File: src/sv/stt_pkg.sv
// Shared types, constants and character codes for the source text tokenizer.
package stt_pkg;

    localparam int LINE_BITS  = 32;
    localparam int LINE_OUT_W = 32;
    localparam int WIDE_W     = 64;

    localparam logic [7:0] CH_HASH      = 8'h23;
    localparam logic [7:0] CH_QUOTE     = 8'h22;
    localparam logic [7:0] CH_BACKSLASH = 8'h5C;
    localparam logic [7:0] CH_COMMA     = 8'h2C;
    localparam logic [7:0] CH_DOT       = 8'h2E;
    localparam logic [7:0] CH_LBRACE    = 8'h7B;
    localparam logic [7:0] CH_RBRACE    = 8'h7D;
    localparam logic [7:0] CH_EQUALS    = 8'h3D;
    localparam logic [7:0] CH_LPAREN    = 8'h28;
    localparam logic [7:0] CH_RPAREN    = 8'h29;
    localparam logic [7:0] CH_NEWLINE   = 8'h0A;
    localparam logic [7:0] CH_SPACE     = 8'h20;
    localparam logic [7:0] CH_TAB       = 8'h09;
    localparam logic [7:0] CH_CR        = 8'h0D;

    localparam logic [1:0] KIND_WORD  = 2'd0;
    localparam logic [1:0] KIND_DELIM = 2'd1;
    localparam logic [1:0] KIND_STR   = 2'd2;
    localparam logic [1:0] KIND_CMT   = 2'd3;

    typedef enum logic [3:0] {
        MODE_IDLE = 4'b0001,
        MODE_WORD = 4'b0010,
        MODE_STR  = 4'b0100,
        MODE_CMT  = 4'b1000
    } scan_mode_t;

    typedef struct packed {
        scan_mode_t             mode;
        logic                   prev_bslash;
        logic [LINE_BITS-1:0]   line_count;
    } scan_state_t;

    typedef struct packed {
        logic [7:0]             echo_byte;
        logic                   in_token;
        logic                   token_start;
        logic [1:0]             token_kind;
        logic [LINE_OUT_W-1:0]  line_number;
    } scan_result_t;

endpackage

File: src/sv/stt_classifier.sv
// Combinational byte classifier: next scan state and labelled result for one byte.
module stt_classifier (
    input  logic [7:0]           char_byte,
    input  logic                 restart,
    input  stt_pkg::scan_state_t state_in,
    output stt_pkg::scan_state_t state_out,
    output stt_pkg::scan_result_t result
);

    stt_pkg::scan_state_t         cur;
    logic                         is_blank;
    logic                         is_single;
    logic                         is_hash;
    logic                         is_quote;
    logic                         is_newline;
    logic                         idle_path;
    logic                         tok;
    logic                         start;
    logic [1:0]                   kind;
    logic [stt_pkg::WIDE_W-1:0]   line_wide;

    always_comb begin
        cur.mode        = stt_pkg::MODE_IDLE;
        cur.prev_bslash = 1'b0;
        cur.line_count  = stt_pkg::LINE_BITS'(1);
        if (!restart) begin
            cur = state_in;
        end
    end

    assign is_newline = (char_byte == stt_pkg::CH_NEWLINE);
    assign is_blank   = (char_byte == stt_pkg::CH_SPACE) ||
                        ((char_byte >= stt_pkg::CH_TAB) && (char_byte <= stt_pkg::CH_CR));
    assign is_hash    = (char_byte == stt_pkg::CH_HASH);
    assign is_quote   = (char_byte == stt_pkg::CH_QUOTE);
    assign is_single  = (char_byte == stt_pkg::CH_COMMA)  || (char_byte == stt_pkg::CH_DOT)    ||
                        (char_byte == stt_pkg::CH_LBRACE) || (char_byte == stt_pkg::CH_RBRACE) ||
                        (char_byte == stt_pkg::CH_EQUALS) || (char_byte == stt_pkg::CH_LPAREN) ||
                        (char_byte == stt_pkg::CH_RPAREN);

    always_comb begin
        state_out = cur;
        idle_path = 1'b0;
        tok       = 1'b1;
        start     = 1'b0;
        kind      = stt_pkg::KIND_WORD;

        case (cur.mode)
            stt_pkg::MODE_WORD: begin
                if (is_blank || is_single || is_hash) begin
                    idle_path = 1'b1;
                end
            end
            stt_pkg::MODE_STR: begin
                kind = stt_pkg::KIND_STR;
                if (is_quote && !cur.prev_bslash) begin
                    state_out.mode        = stt_pkg::MODE_IDLE;
                    state_out.prev_bslash = 1'b0;
                end else begin
                    state_out.prev_bslash = (char_byte == stt_pkg::CH_BACKSLASH);
                end
            end
            stt_pkg::MODE_CMT: begin
                kind = stt_pkg::KIND_CMT;
                if (is_newline) begin
                    idle_path = 1'b1;
                end
            end
            default: begin
                idle_path = 1'b1;
            end
        endcase

        // A byte that ends a word or a comment is handled as if no token were open.
        if (idle_path) begin
            if (is_blank) begin
                tok            = 1'b0;
                kind           = stt_pkg::KIND_WORD;
                state_out.mode = stt_pkg::MODE_IDLE;
                if (is_newline && (cur.line_count != {stt_pkg::LINE_BITS{1'b1}})) begin
                    state_out.line_count = cur.line_count + stt_pkg::LINE_BITS'(1);
                end
            end else begin
                start = 1'b1;
                if (is_hash) begin
                    kind           = stt_pkg::KIND_CMT;
                    state_out.mode = stt_pkg::MODE_CMT;
                end else if (is_quote) begin
                    kind                  = stt_pkg::KIND_STR;
                    state_out.mode        = stt_pkg::MODE_STR;
                    state_out.prev_bslash = 1'b0;
                end else if (is_single) begin
                    kind           = stt_pkg::KIND_DELIM;
                    state_out.mode = stt_pkg::MODE_IDLE;
                end else begin
                    kind           = stt_pkg::KIND_WORD;
                    state_out.mode = stt_pkg::MODE_WORD;
                end
            end
        end
    end

    assign line_wide = stt_pkg::WIDE_W'(state_out.line_count);

    always_comb begin
        result.echo_byte   = char_byte;
        result.in_token    = tok;
        result.token_start = start;
        result.token_kind  = kind;
        if (line_wide[stt_pkg::WIDE_W-1:stt_pkg::LINE_OUT_W] != '0) begin
            result.line_number = {stt_pkg::LINE_OUT_W{1'b1}};
        end else begin
            result.line_number = line_wide[stt_pkg::LINE_OUT_W-1:0];
        end
    end

endmodule

File: src/sv/source_text_tokenizer_unit.sv
// Top level of the byte-serial source text tokenizer with a registered result stage.
//
//  Channel  Direction  Carries
//  s_*      in         one source byte and its restart flag per transaction
//  m_*      out        the labelled byte and the current line number per transaction
//
// Each byte is classified in the cycle it is accepted and its result appears on m_*
// in the next cycle; while m_tready is high, one byte per cycle is sustained, set by
// the single result register. Reset (aresetn low, synchronous) empties the result
// register, leaves the scan between tokens and sets the line counter to one.
// A stalled result holds in its register; a new byte is taken in the same cycle as
// the waiting result is taken.
module source_text_tokenizer_unit (
    input  logic        aclk,
    input  logic        aresetn,
    input  logic        s_tvalid,
    output logic        s_tready,
    input  logic [7:0]  s_tdata,   // [7:0] char_byte
    input  logic        s_tuser,   // [0] restart
    output logic        m_tvalid,
    input  logic        m_tready,
    output logic [39:0] m_tdata,   // [7:0] echo_byte, [39:8] line_number
    output logic [3:0]  m_tuser    // [0] in_token, [1] token_start, [3:2] token_kind
);

    stt_pkg::scan_state_t  state_reg;
    stt_pkg::scan_state_t  state_next;
    stt_pkg::scan_result_t result_reg;
    stt_pkg::scan_result_t result_next;
    logic                  valid_reg;
    logic                  accept;

    assign s_tready = !valid_reg || m_tready;
    assign accept   = s_tvalid && s_tready;

    stt_classifier u_classifier (
        .char_byte (s_tdata),
        .restart   (s_tuser),
        .state_in  (state_reg),
        .state_out (state_next),
        .result    (result_next)
    );

    always_ff @(posedge aclk) begin
        if (!aresetn) begin
            valid_reg             <= 1'b0;
            state_reg.mode        <= stt_pkg::MODE_IDLE;
            state_reg.prev_bslash <= 1'b0;
            state_reg.line_count  <= stt_pkg::LINE_BITS'(1);
        end else begin
            if (accept) begin
                valid_reg <= 1'b1;
                state_reg <= state_next;
            end else if (m_tready) begin
                valid_reg <= 1'b0;
            end
        end
    end

    always_ff @(posedge aclk) begin
        if (accept) begin
            result_reg <= result_next;
        end
    end

    assign m_tvalid = valid_reg;
    assign m_tdata  = {result_reg.line_number, result_reg.echo_byte};
    assign m_tuser  = {result_reg.token_kind, result_reg.token_start, result_reg.in_token};

endmodule
File: config.mk
export PLATFORM = sky130hd
export DESIGN_NAME = source_text_tokenizer_unit
export DESIGN_NICKNAME = d
export VERILOG_FILES = /design/src/sv/stt_pkg.sv /design/src/sv/stt_classifier.sv /design/src/sv/source_text_tokenizer_unit.sv
export SDC_FILE = /design/constraint.sdc
export NUM_CORES = 1
export LEC_CHECK = 0
export BUFFER_PORTS_ARGS = -buffer_cell sky130_fd_sc_hd__buf_2
export CORE_MARGIN = 2
export CORE_UTILIZATION = 40
export CTS_BUF_LIST = sky130_fd_sc_hd__clkbuf_8
export DETAILED_ROUTE_END_ITERATION = 7
export HOLD_SLACK_MARGIN = 0.08
export SYNTH_ARGS = -nofsm -noshare
export SYNTH_HDL_FRONTEND = slang
export SYNTH_HIERARCHICAL = 1
export SYNTH_SLANG_ARGS = --single-unit
File: constraint.sdc
create_clock -name aclk -period 8.1 [get_ports aclk]
set_clock_uncertainty 0.05 [all_clocks]
set_input_delay 1.215 -clock aclk [delete_from_list [all_inputs] [get_ports aclk]]
set_output_delay 1.215 -clock aclk [all_outputs]
set_load 0.02 [all_outputs]
==> impl_results.md, run 1 <==
* Status: complete, no violations
* Layout cells sized above 1 at 18.5%
* Worst-path clk slew at 80 ps
* Peak Freq at 0.274 GHz
* Seq cells post-synth at 82
* Crit Path Class: primary input to register
* DRT Wirelength at 9150 um
* Vias at 3253
* Syn_nets at 480
* Routed Antenna Nets at 0
* Gr ovfl total at 0
* Num Clock Sinks at 82
* Static Leak at 1.68 nW
* # DRC at 0
* Main synth FF type: edfxtp_1
* DP Wirelength at 6080 um
* Ports at 59
* Vias in the first global route at 3038
* Cell Pwr Density at 170 nW/um2
* Largest area contributor in the netlist: edfxtp_1
* Final Cycle Share at 45.0%
* Area delta synth->final at 5.34%
* Core Box Area at 10900 um2
* Height of the die at 110 um
* CP max FO at 37
* CTS Buf Count at 9
* Die Wd at 110 um
* Slew at the pin with the worst max-slew slack at 1150 ps
* Overall Global Routing Usage at 16.2%
* Worst endpoint required time at 8250 ps
* Initial antenna violation count at 0
* Full die area at 12100 um2
* Mapped Area at 4500 um2
* Post-synth EDFFs at 44
* Deepest clock path buffer count at 2
* Hold-fix buffers at CTS at 0
* Largest net degree at the start of global routing at 82
* First-pass GRT wire length at 14900 um
* Max reg flops at 40
* Antenna cells at 0
* Worst skew pair latency at 360 ps
* Layout fillers at 1100
* Number of setup buffers added after CTS at 0
* Worst R2R Setup Slack at 5500 ps
* Final #Nets at 490
* Register area share after synthesis at 46.3%
* Relative slew slack at 23.1%
* Final worst slack at 4460 ps
* Nature of the critical path endpoint: register
* Final Wtd Congestion at 0.800
* Initial core utilization at 41.3%
* Max Cap Violations at 0
* Hold WS at 431 ps
* CTS Root Cell: clkbuf_8
* Crit path launch type: primary input
* Final Hold Viols at 0
* Synthesized area per cell at 9.66 um2
* Routed len/inst at 14.8 um
* Top post-synthesis cells by area: edfxtp_1 29%, dfxtp_1 17%, nand2_1 8.2%, mux2i_1 7.8%, buf_4 7.2%
* Synth warn at 6
* Netlist cell types at 56
* Critical Path AT at 3800 ps
* Buffers on Ports at 58
* R2r worst-path depth at 10
* Cell row count at 38
* Fin crit period at 3640 ps
* Min-Delay Path Depth at 2
* First DRT Iteration DRCs at 123
* Setup WS pre-CTS at 4100 ps
* First-pass DRT Iterations at 4
* Setup-failing EPs final at 0
* RSZ-0062 raised after global routing: no
* Synth top area share at 29.4%
* Worst Hold Class: register to register
* H-Tree Depth at 3
* Setup_tns at 0 ps
* Post-CTS Resized at 0
* CTS tree: yes
* Syn Inst Count at 466
* Max rail drop VDD at 0.0713 mV
* Fraction of registers with async set/reset at 0%
* Vias per cell at 5.25
* Max Slew Vio Count at 0
## worst paths after layout
path,start,to
worst max-delay path,s_tuser,state_reg[18]
worst max register to register,state_reg[1],state_reg[18]
worst min register to register,state_reg[11],state_reg[11]
worst min-delay path,state_reg[11],state_reg[11]
## stage by stage
step,utilization (%),cell area (um2),cells,power [mW]
floorplan,-,4500,466,0.515
global placement,41.9,4560,605,0.534
detailed placement,41.9,4560,605,0.535
CTS,43.5,4740,620,0.820
global route,43.5,4740,620,0.841
finish,43.5,4740,620,0.806
## worst max-delay path, stage by stage
cell and delay [ps]:
buf_2 500, or2_2 250, ha_1 250, nand2_1 80
nor3_1 360, nand3_1 330, nor4_1 410, xnor2_1 170
nor2_1 70, nand2_1 90, mux2i_1 70
## final cells by class
class	count	area [um2]	area share (%)
Clock buffer	9	124	2.61
Clock inverter	6	52.6	1.11
Inverter	7	26.3	0.554
Sequential cell	82	2080	43.9
Timing Repair Buffer	60	305	6.44
Multi-Input combinational cell	316	1970	41.7
Tap cell	140	175	3.70
## power by group
| part | switching [mW] | internal, mW |
|---|---|---|
| Combinational | 0.0478 | 0.0215 |
| Clock | 0.145 | 0.137 |
| Sequential | 0.00434 | 0.451 |
## cells in the mapped netlist (8+ instances only)
cell	count
nand2_1	98
clkbuf_1	10
nor2_1	25
xnor2_1	18
edfxtp_1	44
nand3_1	16
mux2i_1	35
nor3_1	11
nor2b_1	11
dfxtp_1	38
nor4_1	8
buf_4	43
nand4_1	11
## placed cells by master, fill, tap and decap left out, types with 8 or more instances in the layout
| cell | netlist | routed |
|---|---|---|
| nand2_1 | 98 | 98 |
| buf_2 | 2 | 58 |
| edfxtp_1 | 44 | 44 |
| dfxtp_1 | 38 | 38 |
| mux2i_1 | 35 | 35 |
| nor2_1 | 25 | 25 |
| xnor2_1 | 18 | 18 |
| nand3_1 | 16 | 16 |
| nor3_1 | 11 | 11 |
| nor2b_1 | 11 | 11 |
| nand4_1 | 11 | 11 |
| inv_1 | 7 | 9 |
| clkbuf_8 | 0 | 9 |
| nor4_1 | 8 | 8 |
## kinds of logic (layout without fill, tap and decap cells)
group	count (synthesis)	after routing	share of synthesized area, %
flip-flops	82	82	46.3
XOR/XNOR	23	23	4.48
adder cells (fa/ha/maj)	1	1	0.278
buffers and inverters	68	82	9.84
AO/OA/AOI/OAI	28	28	4.45
AND/OR/NAND/NOR	225	225	25.9
multiplexers	39	39	8.79
## metal layers
layer | track usage [%] | vias up | part of all wire (%)
met5 | 0 | - | 0
met4 | 7.05 | 0 | 1.6
met3 | 3.41 | 9 | 4.3
met2 | 25.7 | 72 | 46
met1 | 21.2 | 1565 | 48
li1 | - | 1607 | -
Power figures use the tool's default switching activity.
==> run 2: changes to the inputs <==
==> constraint.sdc (replaced) <==
create_clock -name aclk -period 3.1 [get_ports aclk]
set_clock_uncertainty 0.05 [all_clocks]
set_input_delay 0.465 -clock aclk [delete_from_list [all_inputs] [get_ports aclk]]
set_output_delay 0.465 -clock aclk [all_outputs]
set_load 0.02 [all_outputs]
==> run 2 against run 1 <==
Net effect:
- sequential share of layout area down 0.85 points
- setup slack worse by 3900 ps
- power rose to 2.7 times the previous value
- combinational power rose to 2.7 times the previous value
==> impl_results.md, run 2 (synthesis gave the netlist of run 1 again) <==
* Status: complete, no violations
* Core Box Area at 10900 um2
* Deepest clock path buffer count at 2
* Crit. Startpoint: state_reg[1]
* First-pass DRT Iterations at 5
* Tot Pwr at 2.20 mW
* Post-CTS Resized at 0
* Commonest non-fill, non-tap cells in the layout: 98 x nand2_1, 58 x buf_2, 44 x edfxtp_1
* Largest net degree at the start of global routing at 47
* Layout cells sized above 1 at 19.5%
* Num Clock Sinks at 82
* Initial core utilization at 41.3%
* Initial antenna violation count at 0
* Setup WS pre-CTS at 272 ps
* H-Tree Depth at 3
* Multi-input logic area at 1970 um2
* CTS Buf Count at 9
* Vias per cell at 5.07
* Final Wtd Congestion at 0.825
* Finished Core Util at 44.4%
* Final worst slack at 557 ps
* # DRC at 0
* Worst skew pair latency at 360 ps
* Final Cycle Share at 82.0%
* Final Hold Viols at 0
* Static Leak at 1.71 nW
* Vias in the first global route at 3004
* CTS Root Cell: clkbuf_8
* Peak Freq at 0.393 GHz
* Nature of the critical path endpoint: register
* Critical Path AT at 2790 ps
* RSZ-0062 raised after global routing: no
* Worst Hold Class: primary input to register
* Crit path launch type: register
* Height of the die at 110 um
* Routed Antenna Nets at 0
* Number of setup buffers added after CTS at 0
* CP max FO at 7
* Layout fillers at 1054
* Worst endpoint required time at 3350 ps
* Commonest non-fill, non-tap cell in the layout: nand2_1
* Gr ovfl total at 0
* Cell row count at 38
* Relative slew slack at 62.5%
* Max rail drop VDD at 0.214 mV
* Full die area at 12100 um2
* Buffers on Ports at 58
* Reg area at 2080 um2
* Max Cap Violations at 0
* Post-route design area at 4830 um2
* Worst-path clk slew at 80 ps
* DRT Wirelength at 8900 um
* Crit Path Class: register to register
* Post-Layout Cell Count at 628
* Setup_tns at 0 ps
* CTS tree: yes
* Cell Pwr Density at 456 nW/um2
* Cells after DPL at 611
* Max Slew Vio Count at 0
* Max reg flops at 40
* DP Area at 4620 um2
* Ports at 59
* Die Wd at 110 um
* Hold WS at 280 ps
* Routed len/inst at 14.2 um
* Setup-failing EPs final at 0
* Slew at the pin with the worst max-slew slack at 563 ps
* Fin crit period at 2540 ps
* Worst min-delay path startpoint: s_tdata[6]
* First DRT Iteration DRCs at 206
* Worst R2R Start: state_reg[1]
* Area delta synth->final at 7.43%
* First-pass GRT wire length at 14400 um
* DP Wirelength at 6130 um
* Overall Global Routing Usage at 15.4%
* Vias at 3187
* Hold-fix buffers at CTS at 0
* Final #Nets at 496
==> run 2: cell types whose count changed in the layout (fill, tap and decap cells not counted), sizes merged <==
cell,delta
buf,+6
clkinv,-2
clkinvlp,+2
bufinv,+1
diode,+1
==> run 2: where the power goes <==
part,total (mW),internal (mW),switching [mW]
registers,1.19,1.18,0.0110
clock network,0.830,0.445,0.386
logic,0.187,0.0607,0.126
total,2.20,1.68,0.522
==> run 2: per-layer routing <==
| metal | global-route usage, % | wire (um) | vias to the layer above |
|---|---|---|---|
| li1 | - | - | 1625 |
| met1 | 20.3 | 4370 | 1482 |
| met2 | 24.0 | 3960 | 70 |
| met3 | 3.76 | 427 | 10 |
| met4 | 6.69 | 140 | 0 |
| met5 | 0 | 0 | - |
==> run 2: path summary, 6_finish.rpt <==
kind                            cells after the start  slack (ps)             to
worst min register to register                      2         430   state_reg[1]
worst min-delay path                                1         280     m_tdata[6]
worst max register to register                     10         560  state_reg[16]
worst max-delay path                               10         560  state_reg[16]
==> run 2: cell type report <==
class,count,area share (%)
Clock inverter,7,1.79
Multi-Input combinational cell,316,40.8
Tap cell,140,3.62
Inverter,7,0.544
Clock buffer,9,2.56
Antenna cell,1,0.0518
Timing Repair Buffer,66,7.51
Sequential cell,82,43.1
==> run 2: critical path, stage by stage (launching register included) <==
cell	delay (ps)
dfxtp_1	350
nor2b_1	190
ha_1	260
nand2_1	70
nor3_1	370
nand3_1	350
nor4_1	400
xnor2_1	120
nor2_1	140
nand2_1	70
mux2i_1	130
==> run 3: changes to the inputs <==
==> constraint.sdc (replaced) <==
create_clock -name aclk -period 2.55 [get_ports aclk]
set_clock_uncertainty 0.05 [all_clocks]
set_input_delay 0.3825 -clock aclk [delete_from_list [all_inputs] [get_ports aclk]]
set_output_delay 0.3825 -clock aclk [all_outputs]
set_load 0.02 [all_outputs]
==> run 3 against run 2 <==
Net effect:
- sequential power is 21% higher
- wire length is 4.1% higher
- flip-flop and latch count stayed put
- maximum frequency is 7.0% higher
- final area is 6.6% higher
- combinational power is 33% higher
- register-to-register slack worse by 380 ps
- die area stayed put
==> impl_results.md, run 3 (synthesis gave the netlist of run 1 again) <==
* Status: complete, no violations
* RSZ-0062 raised after global routing: no
* Deepest clock path buffer count at 2
* Nature of the critical path endpoint: register
* Final #Nets at 536
* Post-route design area at 5150 um2
* R2r worst-path depth at 5
* First-pass DRT Iterations at 4
* Routed len/inst at 13.9 um
* Antenna cells at 0
* First DRT Iteration DRCs at 108
* Number of setup buffers added after CTS at 0
* Min-Delay Path Depth at 1
* Die Wd at 110 um
* Overall Global Routing Usage at 16.1%
* Vias per cell at 5.05
* Core Box Area at 10900 um2
* # DRC at 0
* Post-CTS Resized at 0
* Worst min-delay path startpoint: s_tdata[4]
* CP max FO at 7
* Height of the die at 110 um
* Setup-failing EPs final at 0
* Worst Hold Class: primary input to register
* Worst endpoint required time at 2600 ps
* Vias at 3368
* Crit. Startpoint: state_reg[14]
* Crit path launch type: register
* Hold-fix buffers at CTS at 0
* Max Slew Vio Count at 0
* Slew at the pin with the worst max-slew slack at 665 ps
* Ports at 59
* Worst skew pair latency at 350 ps
* Full die area at 12100 um2
* Worst-path clk slew at 70 ps
* Final Hold Viols at 0
* DRT Wirelength at 9260 um
* Worst R2R Start: state_reg[14]
* Post-Layout Cell Count at 667
* DP Wirelength at 6430 um
* CTS tree: yes
* Commonest non-fill, non-tap cell in the layout: nand2_1
* CTS Root Cell: clkbuf_8
* DP Area at 4980 um2
* Layout cells sized above 1 at 26.4%
* Cell row count at 38
* Gr ovfl total at 0
* Static Leak at 1.93 nW
* CTS Buf Count at 9
* Final Wtd Congestion at 0.819
* Routed Antenna Nets at 0
* Largest net degree at the start of global routing at 73
* Buffers on Ports at 58
* First-pass GRT wire length at 15300 um
* Cell Pwr Density at 490 nW/um2
* Final Cycle Share at 93.2%
* Initial antenna violation count at 0
* Peak Freq at 0.421 GHz
* Vias in the first global route at 3327
* Max Cap Violations at 0
* Worst R2R Setup Slack at 170 ps
* Commonest non-fill, non-tap cells in the layout: 98 x nand2_1, 58 x buf_2, 45 x buf_4
* H-Tree Depth at 3
* Area delta synth->final at 14.5%
* Critical Path AT at 2430 ps
* Relative slew slack at 55.4%
* Cells after DPL at 651
* Initial core utilization at 41.3%
* Max reg flops at 40
* Fin crit period at 2380 ps
* Max rail drop VDD at 0.243 mV
* Crit Path Class: register to register
* Num Clock Sinks at 82
* Setup_tns at 0 ps
-- run 3: cell types whose count changed in the layout (fill, tap and decap cells not counted), moves of 2 or more --
cell        previous run  this run
inv_1                  9        12
bufinv_16              2         0
a21oi_1                4         2
or4_4                  0         2
buf_12                 1         3
or4_1                  5         3
clkbuf_8               9        11
a21oi_2                0         2
clkinvlp_4             2         0
buf_4                  7        45
-- run 3: worst max-delay path: stages, from the launching register on --
cell     delay [ps]
dfxtp_1         400
nand4_1         210
or4_1           550
or3_1           420
nand2_1         140
mux2_2          350
-- run 3: per-layer routing --
metal	GRT usage, %	wire length [um]	vias up
met5	0	0	-
met4	5.97	149	0
met3	3.82	372	13
met2	26.1	4310	62
met1	21.0	4440	1587
li1	-	-	1706
-- run 3: path summary, 6_finish.rpt --
path	endpoint
setup / recovery	m_tdata[9]
setup reg to reg	m_tdata[9]
hold reg to reg	state_reg[1]
hold / removal	m_tdata[4]
-- run 3: metrics by stage --
step	setup slack (ps)	power, mW	util, %	hold WS (ps)
after floorplan	66.7	1.64	-	389
after global placement	-3.20	1.72	45.7	407
after detailed placement	-57.7	1.72	45.7	413
after CTS	155	2.56	47.3	202
after global routing	15.6	2.64	47.3	206
final	173	2.52	47.3	219
-- run 3: area by class of cell --
class,count,area (um2)
multi-input cells,316,2010
repair buffers,106,688
clock inverters,5,18.8
well taps,140,175
clock buffers,11,151
flip-flops and latches,82,2080
fillers,1067,5740
inverters,7,26.3
-- run 3: power breakdown --
| group | leakage, nW | switching (mW) | internal (mW) | total (mW) |
|---|---|---|---|---|
| Clock | 0.106 | 0.443 | 0.391 | 0.834 |
| Sequential | 0.735 | 0.0126 | 1.43 | 1.44 |
| Combinational | 1.08 | 0.159 | 0.0887 | 0.248 |
